==> config.mk <==
export PLATFORM = sky130hd
export DESIGN_NAME = scma_alu
export DESIGN_NICKNAME = d
export VERILOG_FILES = /design/src/hw/rtl/scma_pkg.sv /design/src/hw/rtl/scma_alu.sv
export SDC_FILE = /design/constraint.sdc
export NUM_CORES = 1
export LEC_CHECK = 0
export ABC_AREA = 0
export BUFFER_PORTS_ARGS = -buffer_cell sky130_fd_sc_hd__buf_2
export CAP_MARGIN = 20
export CORE_UTILIZATION = 50
export DETAILED_ROUTE_END_ITERATION = 8
export GPL_TIMING_DRIVEN = 0
export HOLD_SLACK_MARGIN = 0.02
export MAX_ROUTING_LAYER = met4
export PLACE_DENSITY = 0.72
export SLEW_MARGIN = 20
export SYNTH_ARGS = -nofsm -noshare
export SYNTH_HDL_FRONTEND = slang
export SYNTH_SLANG_ARGS = --single-unit
==> constraint.sdc <==
create_clock -name i_clk -period 19.61 [get_ports i_clk]
set_clock_uncertainty 0.1 [all_clocks]
set_input_delay 0.9805 -clock i_clk [delete_from_list [all_inputs] [get_ports i_clk]]
set_output_delay 0.9805 -clock i_clk [all_outputs]
set_load 0.1 [all_outputs]
==> src/hw/rtl/scma_pkg.sv <==
`timescale 1ns / 1ps

package scma_pkg;

    // fixed field widths
    localparam int unsigned MODE_W = 2;
    localparam int unsigned CLS_W  = 5;
    localparam int unsigned PROB_W = 16;
    localparam int unsigned NCLS_W = 6;
    localparam int unsigned VAL_W  = 48;
    localparam int unsigned PSUM_W = 20;

    // shared multiplier: 17 bits covers a residual of exactly 1.0 and k up to 256
    localparam int unsigned MUL_W  = 17;
    localparam int unsigned PROD_W = 2 * MUL_W;
    // k*k for k up to 256
    localparam int unsigned KK_W   = 17;

    localparam int unsigned DEF_MAX_CLASSES = 32;
    localparam int unsigned DEF_LIST_DEPTH  = 8;

    localparam logic [NCLS_W-1:0] NUM_CLASSES_RST = NCLS_W'(32);
    localparam logic [MUL_W-1:0]  ONE_Q16         = MUL_W'(65536);
    localparam logic [VAL_W-1:0]  VAL_MAX         = '1;

    typedef enum logic [MODE_W-1:0] {
        MODE_ADD   = 2'd0,
        MODE_READ  = 2'd1,
        MODE_CLEAR = 2'd2
    } t_mode;

    typedef struct packed {
        logic mul_en;
        logic use_prod;
    } t_alu_ctl;

endpackage

==> src/hw/rtl/scma_alu.sv <==
`timescale 1ns / 1ps

module scma_alu (
    input  logic                        i_clk,
    input  scma_pkg::t_alu_ctl          i_ctl,
    input  logic [scma_pkg::MUL_W-1:0]  i_op_a,
    input  logic [scma_pkg::MUL_W-1:0]  i_op_b,
    input  logic [scma_pkg::VAL_W-1:0]  i_acc,
    input  logic [scma_pkg::VAL_W-1:0]  i_addend,
    output logic [scma_pkg::PROD_W-1:0] o_prod,
    output logic [scma_pkg::VAL_W-1:0]  o_sum
);
    import scma_pkg::*;

    logic [PROD_W-1:0] r_prod;
    logic [VAL_W-1:0]  addend;
    logic [VAL_W:0]    sum_ext;

    // registered product
    always_ff @(posedge i_clk) begin
        if (i_ctl.mul_en) begin
            r_prod <= PROD_W'(i_op_a) * PROD_W'(i_op_b);
        end
    end

    // saturating accumulate
    always_comb begin
        addend  = i_ctl.use_prod ? VAL_W'(r_prod) : i_addend;
        sum_ext = (VAL_W + 1)'(i_acc) + (VAL_W + 1)'(addend);
        o_sum   = sum_ext[VAL_W] ? VAL_MAX : sum_ext[VAL_W-1:0];
    end

    assign o_prod = r_prod;

endmodule

[Yosys cells after proc, flatten, opt, wreduce, memory -nomap -nowiden]
Index checks and enable logic that the tools add are counted.
Word-level totals
  input port bits: 133
  word-level logic and storage cells: 5
  output and inout port bits: 82
  register bits: 34
Cells by class
  add/sub/neg operators: 1
  mux-type cells: 2
  $mul: 1
Operators by type and width (number)
  $mux W48: 2
  $add A48 B48 Y49: 1
  $mul A17 B17 Y34: 1

[Longest topological paths before layout]
Gate-level depths: netlist of run 1.
  depth in word-level cells: 3
  gate-level depth with buffers: 24
  gate-level depth less buffers: 23

[Worst setup path after synthesis of run 1]
No wires, ideal clock.
  path kind: input -> register
  start point: input port i_op_b[8] (netlist bit)
  end point: register r_prod[24] (netlist: o_prod[24]) (data pin)
  required time: 19249 ps
  stages on the path: 24
  path slack: 12650 ps
  arrival: 6600 ps
  buffers on the path: 2
  cells stage by stage: clkbuf_1 > clkbuf_1 > nand2_1 > fa_1 > inv_1 > fa_1 > inv_1 > fa_1 > inv_1 > fa_1 > fa_1 > inv_1 > fa_1 > inv_1 > ha_1 > a2111oi_0 > nand2b_1 > nor3_1 > and3_1 > nor3_1 > a21o_1 > a21boi_0 > o21ai_0 > nor4b_1
On the way
  cells in the longest elaborated chain, start to end: 1
Ends and longest elaborated chain
  start: declaration: RTL line scma_alu.sv:7  | input logic [scma_pkg::MUL_W-1:0] i_op_b,
  $mul A17 B17 Y34: RTL line scma_alu.sv:22  | r_prod <= PROD_W'(i_op_a) * PROD_W'(i_op_b);
  end signal: assignment: RTL line scma_alu.sv:22
  end: declaration: RTL line scma_alu.sv:15  | logic [PROD_W-1:0] r_prod;
No other way between the ends.
A chain may end at the register's enable or synchronous reset.

[Final worst setup path of run 1]
  start point: input port i_op_a[14] (netlist bit)
  end point: register r_prod[33] (netlist: o_prod[33]) (data pin)
On the way
  cells in the longest elaborated chain, start to end: 1
Ends and longest elaborated chain
  start: declaration: RTL line scma_alu.sv:6  | input logic [scma_pkg::MUL_W-1:0] i_op_a,
  $mul A17 B17 Y34: RTL line scma_alu.sv:22
No other way between the ends.

==> run_results.csv, run 1 <==
group,metric,value,unit
status,status,"finished clean",
worst_setup_path,cp.arrival,7680,ps
clocking,cts-buffers-inserted,5,
layout,largest_register_ffs,34,
min_path,holdPathEnd,"o_prod[0]",
synthesis,ys_warn_count,0,
layout,drive_gt1_frac,0.147,
synthesis,netlist_area,14000,sq um
grt,grt_first_pass_wirelength,65.7,mm
clocking,cts_hold_buf,0,
layout,area_growth,12.2,%
synthesis,syn_inst,1659,
detailed_routing,ant_nets,0,
die,core-area,27300,sq um
layout,final_cell_mix,"301 x inv_1, 249 x nand2_1, 225 x fa_1",
sta,tns,0,ps
clocking,post-cts-setup-buffers,0,
clocking,clkSinkCount,34,
layout,final_cells,2251,
min_path,worstHoldStart,"i_op_b[0]",
detailed_routing,wirelength,41.2,mm
layout,n_fill_cell,2556,
clocking,clkTransAtPathRegs,50,ps
grt,grt_use_met1,0.388,
synthesis,syn_area_per_cell,8.47,sq um
synthesis,synth_area_leaders,"fa_1 32%, ha_1 14%, inv_1 8.0%, edfxtp_1 7.3%, nand2_1 6.7%",
grt,track_usage,0.301,
min_path,holdPathStages,2,
worst_setup_path,path_class,"primary input to flip-flop",
placed_design,place_congestion,0.943,
flow_run,cap_violations,0,
sta,report.final.slew_viol_count,0,
clocking,cts_tree,"done",
die,die_x,170,um
layout,ff_latch_area,1020,sq um
grt,grt_pass1_vias,12400,
worst_setup_path,crit_path_end_kind,"flip-flop",
worst_setup_path,critPathLaunch,"i_op_a[14]",
synthesis,synth_top_cell_area_share,0.321,
clocking,clk_path_buf_depth,2,
grt,grt_max_degree,35,
sta,max_freq,129,MHz
die,start_util,0.515,
worst_setup_path,crit_path_start_kind,"primary input",
synthesis,yosysTopAreaCell,"fa_1",
layout,multiInputGateArea,11600,sq um
grt,antenna_found_initial,2,
synthesis,synth-seq-area-share,0.0727,
detailed_routing,vias,12200,
synthesis,synth_seq_cells,34,
grt,grt_busiest_layer,"met2",
worst_setup_path,critPathMaxFanout,10,
clocking,postCtsResizedCells,0,
placed_design,dp.cells,2240,
synthesis,synth.net_count,2173,
clocking,h-tree-depth,2,
placed_design,hpwl,35.5,mm
sta,relSlewSlack,0.497,
sta,worst_slew_pin_slew,755,ps
sta,hold_viol,0,
sta,rsz0062_at_grt,"false",
detailed_routing,drc,0,
sta,period_minus_slack,7760,ps
synthesis,async_reset_ff_frac,0,
die,dieArea,28800,sq um
synthesis,synth_edf_count,34,
detailed_routing,drtIter0Drc,843,
synthesis,synth_ff_type,"edfxtp_1",
grt,grtUsageMet2,0.497,
sta,fin_crit_sh,0.396,
layout,final_common_cell,"inv_1",
sta,setup_violations,0,
die,io_pins,215,
placed_design,port_buffers,209,
die,rows,60,
synthesis,yosys.cell_types.count,65,
min_path,hold_class,"primary input to flip-flop",
grt,grt-ovfl-total,0,
detailed_routing,drt-vias-per-instance,5.42,
die,die_h,170,um
worst_setup_path,cp_data_required_time,19540,ps
grt,grt_use_met3,0.0380,
layout,final_nets,2389,
clocking,clock-root-buffer,"clkbuf_16",
detailed_routing,firstDrtPassIters,5,
detailed_routing,wire_per_inst,18.3,um
==> logic make-up (layout without fill, tap and decap cells) <==
family / after synthesis / in the layout / synth area share
and+or+nand+nor: 525 / 525 / 0.180
adders and majority gates: 381 / 381 / 0.460
buffers and inverters: 368 / 585 / 0.101
AOI/OAI and AO/OA: 251 / 251 / 0.118
xor gates and xnor gates: 66 / 66 / 0.0412
muxes: 34 / 34 / 0.0272
DFF: 34 / 34 / 0.0727
other: 0 / 3 / 0
==> layout make-up <==
class                           instances  area share
Timing Repair Buffer                  209      0.0664
Clock inverter                          3     0.00437
Antenna cell                            3    0.000476
Buffer                                 67      0.0184
Clock buffer                            5     0.00794
Inverter                              301      0.0717
Multi-Input combinational cell       1257       0.736
Sequential cell                        34      0.0648
Tap cell                              372      0.0295
==> metrics by stage <==
stage	setup slack (ps)	hold slack, ps	instance area (sq um)	utilization
floorplan	12650	993	14000	-
global placement	11640	1330	15600	0.571
detailed placement	11560	1340	15600	0.571
CTS	11850	1050	15800	0.578
global route	11460	1090	15800	0.578
finish	11850	1070	15800	0.578
==> routing by layer <==
layer | vias up | part of all wire | wire (um)
met2 | 553 | 0.46 | 19000
li1 | 5719 | - | -
met5 | - | 0 | 0
met4 | 0 | 0.031 | 1290
met3 | 75 | 0.077 | 3190
met1 | 5864 | 0.43 | 17700
==> synth_stat cells, drive strengths merged (3+ instances only) <==
cell and n:
o21a 9, a2111oi 5, edfxtp 34, a31oi 13, a41oi 4, nor3b 3
a21oi 77, nor2 47, xnor2 35, nand3 17, clkbuf 55, o21ai 47
a21o 40, inv 301, mux2 33, o21bai 19, xor2 31, nand4 11
and2 130, o211ai 8, a211oi 4, and4 3, and3 11, o31ai 7
nand2b 11, nand2 249, nor2b 21, nor3 14, buf 12, fa 225
ha 156
==> worst max-delay path by stage <==
| stage | endpoint |
|---|---|
| detailed placement | o_prod[33] |
| global route | o_prod[33] |
| floorplan | o_prod[24] |
| global placement | o_prod[33] |
| finish | o_prod[33] |
| CTS | o_prod[33] |
==> worst max-delay path, cell delays in order <==
cell and delay (ps):
clkbuf_1 350, clkbuf_1 510, nand2_1 160, fa_1 530
fa_1 480, fa_1 610, inv_1 70, fa_1 450
fa_1 510, inv_1 50, fa_1 470, inv_1 40
ha_1 380, nand2_1 110, o2111ai_1 280, o21ai_0 160
a221oi_1 540, a31oi_1 240, o21ai_1 330, a221o_1 210
a21oi_1 70, xnor2_1 130
Power of run 1 is left out: the tool's default activity adds up to more than one toggle a clock period on the data nets, which glitch-free logic cannot reach.
==> run 2, diff against run 1 <==
--- a/config.mk
+++ b/config.mk
@@ -5,7 +5,7 @@
 export SDC_FILE = /design/constraint.sdc
 export NUM_CORES = 1
 export LEC_CHECK = 0
-export ABC_AREA = 0
+export ABC_AREA = 1
 export BUFFER_PORTS_ARGS = -buffer_cell sky130_fd_sc_hd__buf_2
 export CAP_MARGIN = 20
 export CORE_UTILIZATION = 50
@@ -13,7 +13,7 @@
 export GPL_TIMING_DRIVEN = 0
 export HOLD_SLACK_MARGIN = 0.02
 export MAX_ROUTING_LAYER = met4
-export PLACE_DENSITY = 0.72
+export PLACE_DENSITY = 0.74
 export SLEW_MARGIN = 20
 export SYNTH_ARGS = -nofsm -noshare
 export SYNTH_HDL_FRONTEND = slang
==> constraint.sdc (replaced) <==
create_clock -name i_clk -period 7.1 [get_ports i_clk]
set_clock_uncertainty 0.1 [all_clocks]
set_input_delay 0.355 -clock i_clk [delete_from_list [all_inputs] [get_ports i_clk]]
set_output_delay 0.355 -clock i_clk [all_outputs]
set_load 0.1 [all_outputs]
==> run_results.csv, run 2 <==
group,metric,value,unit
status,status,"finished clean",
worst_setup_path,critPathMaxFanout,10,
die,rows,65,
worst_setup_path,cp.arrival,6420,ps
synthesis,ys_warn_count,0,
placed_design,hpwl,44.4,mm
grt,antenna_found_initial,0,
detailed_routing,drc,0,
layout,n_fill_cell,3180,
layout,final_common_cell,"nand2_1",
worst_setup_path,cp_data_required_time,7040,ps
sta,rsz0062_at_grt,"false",
min_path,holdPathEnd,"o_prod[0]",
layout,diodes,0,
die,io_pins,215,
layout,final_cell_mix,"808 x nand2_1, 684 x inv_1, 225 x fa_1",
sta,worst_slew_pin_slew,791,ps
clocking,cts_hold_buf,0,
synthesis,synth_top_cell_area_share,0.281,
sta,report.final.slew_viol_count,0,
synthesis,synth_seq_cells,34,
synthesis,netlist_area,16000,sq um
min_path,worstHoldStart,"i_op_b[0]",
flow_run,cap_violations,0,
layout,final_nets,3153,
worst_setup_path,crit_path_start_kind,"primary input",
detailed_routing,firstDrtPassIters,5,
grt,grt_pass1_vias,15500,
synthesis,yosysTopAreaCell,"fa_1",
synthesis,async_reset_ff_frac,0,
clocking,clock-root-buffer,"clkbuf_16",
layout,drive_gt1_frac,0.0985,
synthesis,synth_common_cells,"808 x nand2_1, 684 x inv_1, 225 x fa_1",
synthesis,synth_edf_count,34,
worst_setup_path,crit_top_cell,"fa_1",
worst_setup_path,crit_chain,"clkbuf_1, clkbuf_1, nand2_1, fa_1, inv_1, fa_1, inv_1, fa_1, inv_1, fa_1, fa_1, inv_1, fa_1, inv_1, ha_1, nand2_1, nor2_1, nand2_1, o21ai_1, nand2_1, nand3b_1, nand2_1",
clocking,cts_tree,"done",
synthesis,synth_area_leaders,"fa_1 28%, nand2_1 19%, inv_1 16%, ha_1 12%, edfxtp_1 6.4%",
grt,track_usage,0.321,
placed_design,placed_area,17400,sq um
sta,tns,0,ps
detailed_routing,vias,15500,
detailed_routing,wirelength,50.0,mm
layout,multiInputGateArea,12100,sq um
detailed_routing,drtIter0Drc,902,
grt,grt-ovfl-total,0,
clocking,h-tree-depth,2,
synthesis,synthMostInstantiatedCell,"nand2_1",
die,die_h,181,um
synthesis,syn_area_per_cell,6.54,sq um
die,core-area,31600,sq um
placed_design,place_congestion,1.01,
layout,design_area,17600,sq um
synthesis,syn_inst,2453,
sta,hold_viol,0,
die,dieArea,32800,sq um
sta,period_minus_slack,6480,ps
grt,grt_max_degree,35,
worst_setup_path,critPathSlowestCell,"fa_1",
synthesis,synth-seq-area-share,0.0637,
sta,relSlewSlack,0.473,
layout,largest_register_ffs,34,
detailed_routing,drt-vias-per-instance,5.10,
clocking,clk_path_buf_depth,2,
detailed_routing,wire_per_inst,16.4,um
clocking,cts-buffers-inserted,5,
sta,fin_crit_sh,0.913,
worst_setup_path,path_class,"primary input to flip-flop",
synthesis,synth.net_count,2967,
die,die_x,181,um
worst_setup_path,crit_path_end_kind,"flip-flop",
placed_design,port_buffers,179,
die,start_util,0.508,
clocking,clkSinkCount,34,
synthesis,yosys.cell_types.count,32,
min_path,holdPathStages,3,
sta,max_freq,154,MHz
min_path,hold_class,"primary input to flip-flop",
layout,ff_latch_area,1020,sq um
layout,area_growth,9.60,%
worst_setup_path,cpPeakStageDelay,560,ps
sta,setup_violations,0,
grt,grt_first_pass_wirelength,79.6,mm
detailed_routing,ant_nets,0,
synthesis,synth_ff_type,"edfxtp_1",
clocking,clkTransAtPathRegs,60,ps
[run 2: changes by cell type after synthesis, moves of 13 or more]
cell,before,now
nand2_1,249,808
inv_1,301,684
and2_1,130,3
nor2_1,47,140
nand3_1,17,88
a21o_1,40,2
o21ai_0,45,19
nand2_2,0,22
nor2b_1,21,0
xor2_1,31,14
clkbuf_1,55,70
a21oi_1,76,63
[run 2: cell families after synthesis]
family                     Yosys count  share of synthesized area
xor gates and xnor gates            43                     0.0235
adders and majority gates          381                      0.403
DFF                                 34                     0.0637
buffers and inverters              769                      0.182
AOI/OAI and AO/OA                   96                     0.0322
muxes                               33                     0.0232
and+or+nand+nor                   1097                      0.273
[run 2: worst max path at each step]
stage               from         end  slack, ps  depth (start not counted)
2_1_floorplan  i_op_a[7]  o_prod[33]       1470                         22
3_3_place_gp   i_op_a[7]  o_prod[33]        150                         22
3_5_place_dp   i_op_a[7]  o_prod[33]         80                         22
4_1_cts        i_op_a[7]  o_prod[33]        380                         22
5_1_grt        i_op_a[7]  o_prod[33]        250                         22
6_report       i_op_a[7]  o_prod[33]        620                         22
[run 2: worst max-delay path, delay by kind of cell]
family / cells / cell delay [ps]
AND/OR/NAND/NOR: 7 / 950
buffers and inverters: 7 / 1280
AO/OA/AOI/OAI: 1 / 430
adder cells (fa/ha/maj): 7 / 3410
[run 2: stage by stage]
step	setup WS [ps]	instances	utilization	hold WS [ps]
2_1_floorplan	1470	2453	-	367
3_3_place_gp	146	3034	0.553	779
3_5_place_dp	83.0	3034	0.553	782
4_1_cts	381	3042	0.557	485
5_1_grt	252	3042	0.557	524
6_report	618	3042	0.557	489
[run 2: metal layers]
layer,GRT usage,vias up,wire (um)
met4,0.116,0,1810
met1,0.393,7303,20600
met3,0.0256,102,3330
met5,-,-,0
met2,0.554,654,24200
li1,-,7468,-
[run 2: cell type report]
cell class                 count  area share
multi-input combinational   1650       0.688
timing repair buffer         179      0.0510
buffer                        78      0.0183
tap                          402      0.0286
clock inverter                 3    0.000925
sequential                    34      0.0581
inverter                     691       0.148
clock buffer                   5     0.00712
[run 2: repair_timing]
item                       CTS  global route
setup buffers                0             0
setup endpoints to repair    0             1
resized for setup            0             1
Power of run 2 is left out for the same reason.
