`src/hw/rtl/scma_pkg.sv`:
```
`timescale 1ns / 1ps

package scma_pkg;

    // fixed field widths
    localparam int unsigned MODE_W = 2;
    localparam int unsigned CLS_W  = 5;
    localparam int unsigned PROB_W = 16;
    localparam int unsigned NCLS_W = 6;
    localparam int unsigned VAL_W  = 48;
    localparam int unsigned PSUM_W = 20;

    // shared multiplier: 17 bits covers a residual of exactly 1.0 and k up to 256
    localparam int unsigned MUL_W  = 17;
    localparam int unsigned PROD_W = 2 * MUL_W;
    // k*k for k up to 256
    localparam int unsigned KK_W   = 17;

    localparam int unsigned DEF_MAX_CLASSES = 32;
    localparam int unsigned DEF_LIST_DEPTH  = 8;

    localparam logic [NCLS_W-1:0] NUM_CLASSES_RST = NCLS_W'(32);
    localparam logic [MUL_W-1:0]  ONE_Q16         = MUL_W'(65536);
    localparam logic [VAL_W-1:0]  VAL_MAX         = '1;

    typedef enum logic [MODE_W-1:0] {
        MODE_ADD   = 2'd0,
        MODE_READ  = 2'd1,
        MODE_CLEAR = 2'd2
    } t_mode;

    typedef struct packed {
        logic mul_en;
        logic use_prod;
    } t_alu_ctl;

endpackage

```
`src/hw/rtl/scma_div.sv`:
```
`timescale 1ns / 1ps

module scma_div (
    input  logic                       i_clk,
    input  logic                       i_rst_n,
    input  logic                       i_start,
    input  logic [scma_pkg::VAL_W-1:0] i_dividend,
    input  logic [scma_pkg::KK_W-1:0]  i_divisor,
    output logic                       o_done,
    output logic [scma_pkg::VAL_W-1:0] o_quot
);
    import scma_pkg::*;

    localparam int unsigned CNT_W = $clog2(VAL_W + 1);

    logic             r_busy;
    logic             r_done;
    logic [CNT_W-1:0] r_cnt;
    logic [VAL_W-1:0] r_quot;
    logic [KK_W-1:0]  r_rem;
    logic [KK_W-1:0]  r_dvsr;

    logic [KK_W:0]    rem_sh;
    logic [KK_W+1:0]  diff;
    logic             ge;

    // one quotient bit per cycle, restoring
    always_comb begin
        rem_sh = {r_rem, r_quot[VAL_W-1]};
        diff   = (KK_W + 2)'(rem_sh) - (KK_W + 2)'(r_dvsr);
        ge     = ~diff[KK_W+1];
    end

    always_ff @(posedge i_clk) begin
        if (!i_rst_n) begin
            r_busy <= 1'b0;
            r_done <= 1'b0;
            r_cnt  <= '0;
        end else begin
            r_done <= 1'b0;
            if (i_start) begin
                r_busy <= 1'b1;
                r_cnt  <= CNT_W'(VAL_W);
                r_quot <= i_dividend;
                r_rem  <= '0;
                r_dvsr <= i_divisor;
            end else if (r_busy) begin
                r_quot <= {r_quot[VAL_W-2:0], ge};
                r_rem  <= ge ? diff[KK_W-1:0] : rem_sh[KK_W-1:0];
                r_cnt  <= r_cnt - 1'b1;
                if (r_cnt == CNT_W'(1)) begin
                    r_busy <= 1'b0;
                    r_done <= 1'b1;
                end
            end
        end
    end

    assign o_done = r_done;
    assign o_quot = r_quot;

endmodule

```
`config.mk`:
```
export PLATFORM = sky130hd
export DESIGN_NAME = scma_div
export DESIGN_NICKNAME = d
export VERILOG_FILES = /design/src/hw/rtl/scma_pkg.sv /design/src/hw/rtl/scma_div.sv
export SDC_FILE = /design/constraint.sdc
export NUM_CORES = 1
export LEC_CHECK = 0
export ABC_AREA = 1
export BUFFER_PORTS_ARGS = -buffer_cell sky130_fd_sc_hd__buf_4
export CAP_MARGIN = 20
export CORE_MARGIN = 2
export CORE_UTILIZATION = 33
export DETAILED_ROUTE_END_ITERATION = 6
export PLACE_DENSITY = 0.51
export SETUP_SLACK_MARGIN = 0.5
export SLEW_MARGIN = 20
export SYNTH_ARGS = -nofsm -noshare
export SYNTH_HDL_FRONTEND = slang
export SYNTH_SLANG_ARGS = --single-unit
```
`constraint.sdc`:
```
create_clock -name i_clk -period 3.7 [get_ports i_clk]
set_clock_uncertainty 0.15 [all_clocks]
set_input_delay 1.11 -clock i_clk [delete_from_list [all_inputs] [get_ports i_clk]]
set_output_delay 1.11 -clock i_clk [all_outputs]
set_load 0.005 [all_outputs]
```
# After elaboration in Yosys (flattened, before gate mapping)
# Index checks and enable logic that the tools add are counted.
[word_totals]
register_bits = 90
in_bits = 68
out_inout_bits = 49
word_cells = 28
[classes]
addsub = 2
n_eq_ne = 1
n_mux = 10
bitwise = 3
n_reduce_logical = 5
[ops]
columns = ["cell", "count"]
rows = [
  ["2-to-1 mux 48 bit", 2],
  ["2-to-1 mux 17 bit", 2],
  ["subtractor 18 x 17 -> 19 bit", 1],
  ["2-to-1 mux 6 bit", 2],
  ["equality test 6 x 1 -> 1 bit, second input constant", 1],
  ["subtractor 6 x 1 -> 6 bit, second input constant", 1],
  ["2-to-1 mux 1 bit", 4],
  ["AND reduction 2 bit", 2],
  ["inverter 1 bit", 3],
  ["OR reduction 3 bit", 1],
  ["nonzero test 2 bit", 1],
  ["OR reduction 2 bit", 1],
]

# Logic depth before layout (Yosys ltp)
# Gate-level depths: netlist (run 1).
[logic_depth]
depth_word = 4
mapped_depth = 14
ltp_nobuf = 14

# Least setup slack after synthesis (run 1)
# Ideal clock, no wire load.
[synth_path]
kind = "input to register"
start = "input i_start"
end = "register r_quot[0] (netlist: o_quot[0]) (enable)"
setup_ns = 0.425
arrival_ns = 2.801
t_required_ns = 3.125
slack_ns = 0.324
path_stages = 3
path_buffers = 1
path_cell_list = "clkbuf_1 > nand2_1 > nand2_1"
[synth_between]
elab_chain_cells = 2
[synth_rtl]
columns = ["item", "line", "rtl"]
rows = [
  ["start: declaration", "scma_div.sv:6", "input logic i_start,"],
  ["nonzero test 2 bit (no line)", "-", ""],
  ["AND reduction 2 bit (no line)", "-", ""],
  ["end signal: assignment", "scma_div.sv:44", "r_quot <= i_dividend;"],
  ["end signal: assignment", "scma_div.sv:48", "r_quot <= {r_quot[VAL_W-2:0], ge};"],
  ["end: declaration", "scma_div.sv:19", "logic [VAL_W-1:0] r_quot;"],
]
# Every way passes these cells.
# A chain may end at the register's enable or synchronous reset.

# Final worst setup path (run 1)
[layout_path]
start = "register r_rem[13]"
end = "register r_rem[2], data pin"
[layout_between]
elab_chain_cells = 3
[layout_rtl]
columns = ["item", "line", "rtl"]
rows = [
  ["start: declaration", "scma_div.sv:20", "logic [KK_W-1:0] r_rem;"],
  ["start signal: assignment", "scma_div.sv:49", "r_rem <= ge ? diff[KK_W-1:0] : rem_sh[KK_W-1:0];"],
  ["subtractor 18 x 17 -> 19 bit", "scma_div.sv:30", "diff = (KK_W + 2)'(rem_sh) - (KK_W + 2)'(r_dvsr);"],
  ["2-to-1 mux 17 bit", "scma_div.sv:49", ""],
  ["2-to-1 mux 17 bit", "scma_div.sv:47", "end else if (r_busy) begin"],
]
# Every way passes these cells. The select of a mux whose other input is x is not followed.

==> results of run 1 <==
==> registers in the layout, summed over array words and instances, names as in the netlist <==
name    count
r_dvsr     17
o_quot     48
r_rem      17
o_done      1
r_cnt       6
r_busy      1
==> synth_stat cells, types with 2 or more instances <==
master and number:
xor2_1 6, nor2_4 3, buf_2 4, o21ai_0 2, and2_1 2, buf_1 3
nand4_1 3, inv_1 70, nor2_2 11, nand2_2 6, ha_1 19, nor2_1 40
nand2_1 268, inv_2 2, nand3_2 2, clkbuf_1 8, edfxtp_1 82, nand3b_1 14
nor3b_1 2, a21oi_1 11, xnor2_1 3, nor3_1 4, nand3_1 13, or2_2 3
dfxtp_1 8
==> layout by cell type, fill, tap and decap left out, types with 8 or more instances in the layout <==
cell and count:
a21oi_1 11, buf_4 119, clkbuf_16 9, dfxtp_1 8, edfxtp_1 82, ha_1 19
inv_1 69, nand2_1 267, nand3_1 13, nand3b_1 14, nor2_1 40, nor2_2 11
==> kinds of logic (layout without fill, tap and decap cells) <==
kind of cell | Yosys count | in the layout
DFF | 90 | 90
AOI/OAI and AO/OA | 17 | 17
adders and majority gates | 20 | 20
and+or+nand+nor | 373 | 373
buffers and inverters | 91 | 211
xor gates and xnor gates | 9 | 9
==> final cells by class <==
type                            count  area share
Clock buffer                       10     0.03590
Clock inverter                      6    0.006277
Inverter                           74     0.04453
Multi-Input combinational cell    419      0.3189
Sequential cell                    90      0.4111
Tap cell                          188     0.03688
Timing Repair Buffer              121      0.1463
==> critical path, delay by kind of cell (launching register included) <==
family	cells	cell delay, ns
DFF	1	0.43
adders and majority gates	1	0.38
AOI/OAI and AO/OA	1	0.07
buffers and inverters	1	0.07
and+or+nand+nor	7	1.11
==> power by group <==
part | total [W] | internal [W] | leakage [nW] | switching, W
Sequential | 0.00130 | 0.00124 | 0.862 | 0.0000622
Combinational | 0.000792 | 0.000325 | 2.16 | 0.000467
Clock | 0.000847 | 0.000457 | 0.133 | 0.000390
Total | 0.00294 | 0.00202 | 3.16 | 0.000919
==> stage by stage <==
stage	utilization	instances	setup slack, ns
finish	0.4243	908	1.317
global route	0.4243	908	1.143
CTS	0.4243	908	1.299
detailed placement	0.4064	892	1.226
global placement	0.4064	892	1.245
floorplan	-	600	0.9377
==> routing by layer <==
| layer | global-route usage | up-vias | wire length (um) |
|---|---|---|---|
| li1 | - | 2117 | - |
| met1 | 0.2200 | 1853 | 5885 |
| met2 | 0.2498 | 115 | 5545 |
| met3 | 0.04229 | 11 | 874 |
| met4 | 0.05818 | 0 | 197 |
| met5 | 0 | - | 0 |
==> how the worst max path moves through the flow <==
stage | start | end | cells past startpoint
after CTS | o_quot[47] | r_rem[2] | 11
after global routing | o_quot[47] | r_rem[16] | 12
after floorplan | i_start | o_quot[0] | 3
final | r_rem[13] | r_rem[2] | 10
after detailed placement | i_start | r_cnt[2] | 4
after global placement | i_start | o_quot[3] | 5
==> flow_summary.yaml, run 1 <==
layout:
  antenna_cells: 0
  area_growth_syn_to_layout_pct: 26.78
  design_area_um2: 6379
  fill_cells: 1483
  nNetsFinal: 803
  multi_input_area_um2: 2034
  drive_gt1_frac: 0.2361
  register_area_um2: 2623
floorplan:
  dieArea_um2: 16250
  num_io_pins: 117
  core_um2: 15030
  rows: 45
  die_w_um: 127.5
  die_h_um: 127.5
  initial_core_util: 0.3347
logic_synthesis:
  yosys.area_share.simple: 0.3186
  synth_top_area_share: 0.4894
  synth_adder_area_share: 0.05123
  yosysTopAreaCell: "edfxtp_1"
  syn_nets: 688
  synth_area_leaders: "edfxtp_1 49%, nand2_1 20%, inv_1 5.2%, ha_1 4.7%, dfxtp_1 3.2%"
  synth_edf_count: 82
  syn_inst: 600
  synth_xor_xnor_area_share: 0.01567
  synthFlopType: "edfxtp_1"
  synth_mux_area_frac: 0
  synth_seq_cells: 90
  synth_compound_area_frac: 0.01840
  synth_async_sr_flop_share: 0
  ys_types: 36
  yosysSeqAreaShare: 0.5213
  synth_top_family_by_area: "simple AND/OR/NAND/NOR gates"
  avgSynthCellArea_um2: 8.385
  netlist_area_um2: 5031
  yosysWarnings: 0
clocking:
  clock-sinks: 90
  clk_pin_slew_ns: 0.07
  cts_tree: "yes"
  holdBufCountCts: 0
  clock_path_buffers: 2
  clk_latency_ns: 0.34
  cts_resized: 0
  cts_buffers: 9
  clock-root-buffer: "clkbuf_16"
  post_cts_buffers: 0
  htree_levels: 3
timing:
  worst_slew_pin_slew_ns: 0.7615
  rsz0062_at_grt: "false"
  holdWs_ns: 0.3723
  period_share: 0.6441
  slew-limit-headroom: 0.4918
  fmax_ghz: 0.4196
  setup_tns_ns: 0
  maxSlewViolCount: 0
  hold_viol: 0
  min_period_ns: 2.383
  finalSetupViolCount: 0
grt:
  grt_use_total: 0.1618
  antenna_found_initial: 0
  grt_max_degree: 50
  grt_pass1_vias: 4148
  grt-ovfl-total: 0
  grt_pass1_wl_um: 20670
setup_path:
  cp_slowest_cell: "edfxtp_1"
  r2r_cells: 10
  crit_path_cell_trace: "ha_1 > nand2_1 > inv_1 > nand2_1 > a21oi_2 > nor2_4 > nand2_8 > nand2_1 > nand2_1 > nor2_1"
  crit_top_cell: "nand2_1"
  r2r-start: "r_rem[13]"
  crit_type: "reg2reg"
  arrival_ns: 2.40
  start_kind: "flip-flop"
  required_ns: 3.71
  worstPathMaxFanout: 16
  critPathMaxStageDelay_ns: 0.43
  rrSetupSlack_ns: 1.32
  r2r_end: "r_rem[2]"
  critPathCaptureType: "flip-flop"
min_path:
  worstHoldPathType: "reg2reg"
  min_to: "r_cnt[4]"
  min_from: "r_cnt[4]"
  holdPathStages: 2
job:
  maxCapViolations: 0
pwr:
  p_total_w: 0.002940
  p_per_area_nw_per_um2: 460.9
  ir_drop_mv: 0.2181
  leakagePower_nw: 3.157
run_status:
  status: "finished, final reports clean"
placement:
  place_congestion: 0.8549
  place_hpwl_um: 9594
  portBuffers: 116
  dpl_cell_area_um2: 6110
route:
  firstDrtPassIters: 4
  ant_nets: 0
  wl_per_cell_um: 13.77
  drc_errors: 0
  viasPerCell: 4.511
  drt_wl_total_um: 12500
  drt_iter0_drc: 203
  vias: 4096
No activity file was read; power rests on OpenSTA's default activity.
==> run 2: changes to the inputs <==
==> constraint.sdc (replaced) <==
create_clock -name i_clk -period 2.4 [get_ports i_clk]
set_clock_uncertainty 0.15 [all_clocks]
set_input_delay 0.72 -clock i_clk [delete_from_list [all_inputs] [get_ports i_clk]]
set_output_delay 0.72 -clock i_clk [all_outputs]
set_load 0.005 [all_outputs]
==> flow_summary.yaml, run 2 (same netlist as run 1, synthesis figures left out) <==
layout:
  layout_commonest_cell: "nand2_1"
  drive_gt1_frac: 0.2966
  final_util: 0.4541
  mostFrequentLayoutCells: "255 x nand2_1, 132 x buf_4, 82 x edfxtp_1, 67 x inv_1, 39 x nor2_1"
  fill_cells: 1444
  antenna_cells: 0
  largest_register_ffs: 48
  multi_input_area_um2: 2300
  register_area_um2: 2623
  nNetsFinal: 818
  area_growth_syn_to_layout_pct: 35.69
placement:
  portBuffers: 116
  place_ws_ns: 0.1295
  place_congestion: 0.8820
  place_hpwl_um: 9531
setup_path:
  arrival_ns: 2.10
  start_kind: "flip-flop"
  crit_type: "reg2reg"
  required_ns: 2.36
  r2r_cells: 14
  rrSetupSlack_ns: 0.25
  r2r-start: "o_quot[47]"
  r2r_end: "r_rem[16]"
  worstPathMaxFanout: 4
  critPathCaptureType: "flip-flop"
timing:
  setup_tns_ns: 0
  fmax_ghz: 0.4660
  slew-limit-headroom: 0.6420
  finalSetupViolCount: 0
  min_period_ns: 2.146
  hold_viol: 0
  worst_slack_ns: 0.2539
  period_share: 0.8942
  rsz0062_at_grt: "true"
  worst_slew_pin_slew_ns: 0.5370
  maxSlewViolCount: 0
clocking:
  clock-root-buffer: "clkbuf_16"
  clock_path_buffers: 2
  clk_latency_ns: 0.34
  htree_levels: 3
  clock-sinks: 90
  clk_pin_slew_ns: 0.07
  cts_buffers: 9
  cts_tree: "yes"
route:
  drt_iter0_drc: 211
  met1_length_um: 5867
  wl_met3_um: 1189
  drt_wl_total_um: 13100
  wl_per_cell_um: 14.20
  firstDrtPassIters: 4
  ant_nets: 0
  wl_met2_um: 5890
  viasPerCell: 4.573
  vias: 4221
  drc_errors: 0
  routed.top_layer: "met4"
run_status:
  status: "finished, final reports clean"
job:
  maxCapViolations: 0
min_path:
  min_from: "r_cnt[1]"
  worstHoldPathType: "reg2reg"
  min_to: "r_cnt[1]"
  holdPathStages: 2
floorplan:
  rows: 45
  die_w_um: 127.5
  num_io_pins: 117
  die_h_um: 127.5
  core_um2: 15030
  initial_core_util: 0.3347
  dieArea_um2: 16250
grt:
  grt_pass1_vias: 4354
  grt_max_degree: 66
  grt-ovfl-total: 0
  grt_pass1_wl_um: 21370
  grt_use_total: 0.1660
  antenna_found_initial: 0
pwr:
  ir_drop_mv: 0.3839
  p_sw_w: 0.001495
  cell_internal_pwr_w: 0.003439
  p_total_w: 0.004934
  seqPwrFrac: 0.408
  power.share.clock: 0.309
  p_per_area_nw_per_um2: 722.7
  leakagePower_nw: 3.269
  netSwitchingFraction: 0.3029
  power_frac_comb: 0.283
-- run 2: changes by cell type in the layout (fill, tap and decap cells not counted), sizes merged --
| cell | previous run | this run |
|---|---|---|
| buf | 121 | 136 |
| bufinv | 0 | 2 |
| clkbuf | 10 | 9 |
| inv | 75 | 74 |
-- run 2: repair_timing --
item                       CTS  global route
hold buffers                 0             0
pin swaps                   19            15
buffers inserted            11             3
gates resized for setup     22            15
setup endpoints to repair   18            19
-- run 2: layer usage --
metal,track usage,vias up
met5,0,-
met2,0.2605,139
li1,-,2150
met3,0.06156,12
met1,0.2162,1920
met4,0.04590,0
-- run 2: area by class of cell --
class,count,area share
well taps,188,0.03446
repair buffers,136,0.1556
inverters,74,0.04234
clock buffers,9,0.03299
clock inverters,7,0.01356
flip-flops and latches,90,0.3842
multi-input cells,419,0.3369
-- run 2: how the worst max path moves through the flow --
stage | from | to | cells past startpoint | slack, ns
5_1_grt | o_quot[47] | r_rem[12] | 14 | 0.11
3_5_place_dp | o_quot[47] | r_rem[16] | 12 | 0.13
3_3_place_gp | o_quot[47] | r_rem[14] | 14 | 0.15
4_1_cts | o_quot[47] | r_rem[14] | 14 | 0.20
2_1_floorplan | o_quot[47] | r_rem[4] | 11 | 0.35
6_report | o_quot[47] | r_rem[16] | 14 | 0.25
-- run 2: critical path, cell delays in order, from the launching register on --
cell,delay [ns]
edfxtp_1,0.40
inv_2,0.10
ha_4,0.14
inv_4,0.03
fa_2,0.38
nand2_1,0.09
nand2_2,0.06
nand3_2,0.09
nand2_4,0.08
nand2_4,0.08
nand2_1,0.05
nand2_1,0.06
nand3_1,0.09
nand2_1,0.08
inv_1,0.04
-- run 2: stage by stage --
step           instance area (um^2)  hold slack, ns  cells
2_1_floorplan                  5116          0.3258    600
4_1_cts                        6718          0.3624    920
3_5_place_dp                   6181          0.3526    893
5_1_grt                        6827          0.3838    923
6_report                       6827          0.3578    923
3_3_place_gp                   6181          0.3427    893
-- run 2: power groups by stage --
stage | clock network, W | logic [W] | registers (W)
final | 0.00153 | 0.00139 | 0.00201
after global routing | 0.00162 | 0.00157 | 0.00203
after CTS | 0.00157 | 0.00134 | 0.00201
after detailed placement | 0 | 0.00126 | 0.00203
after global placement | 0 | 0.00125 | 0.00203
after floorplan | 0 | 0.000850 | 0.00201
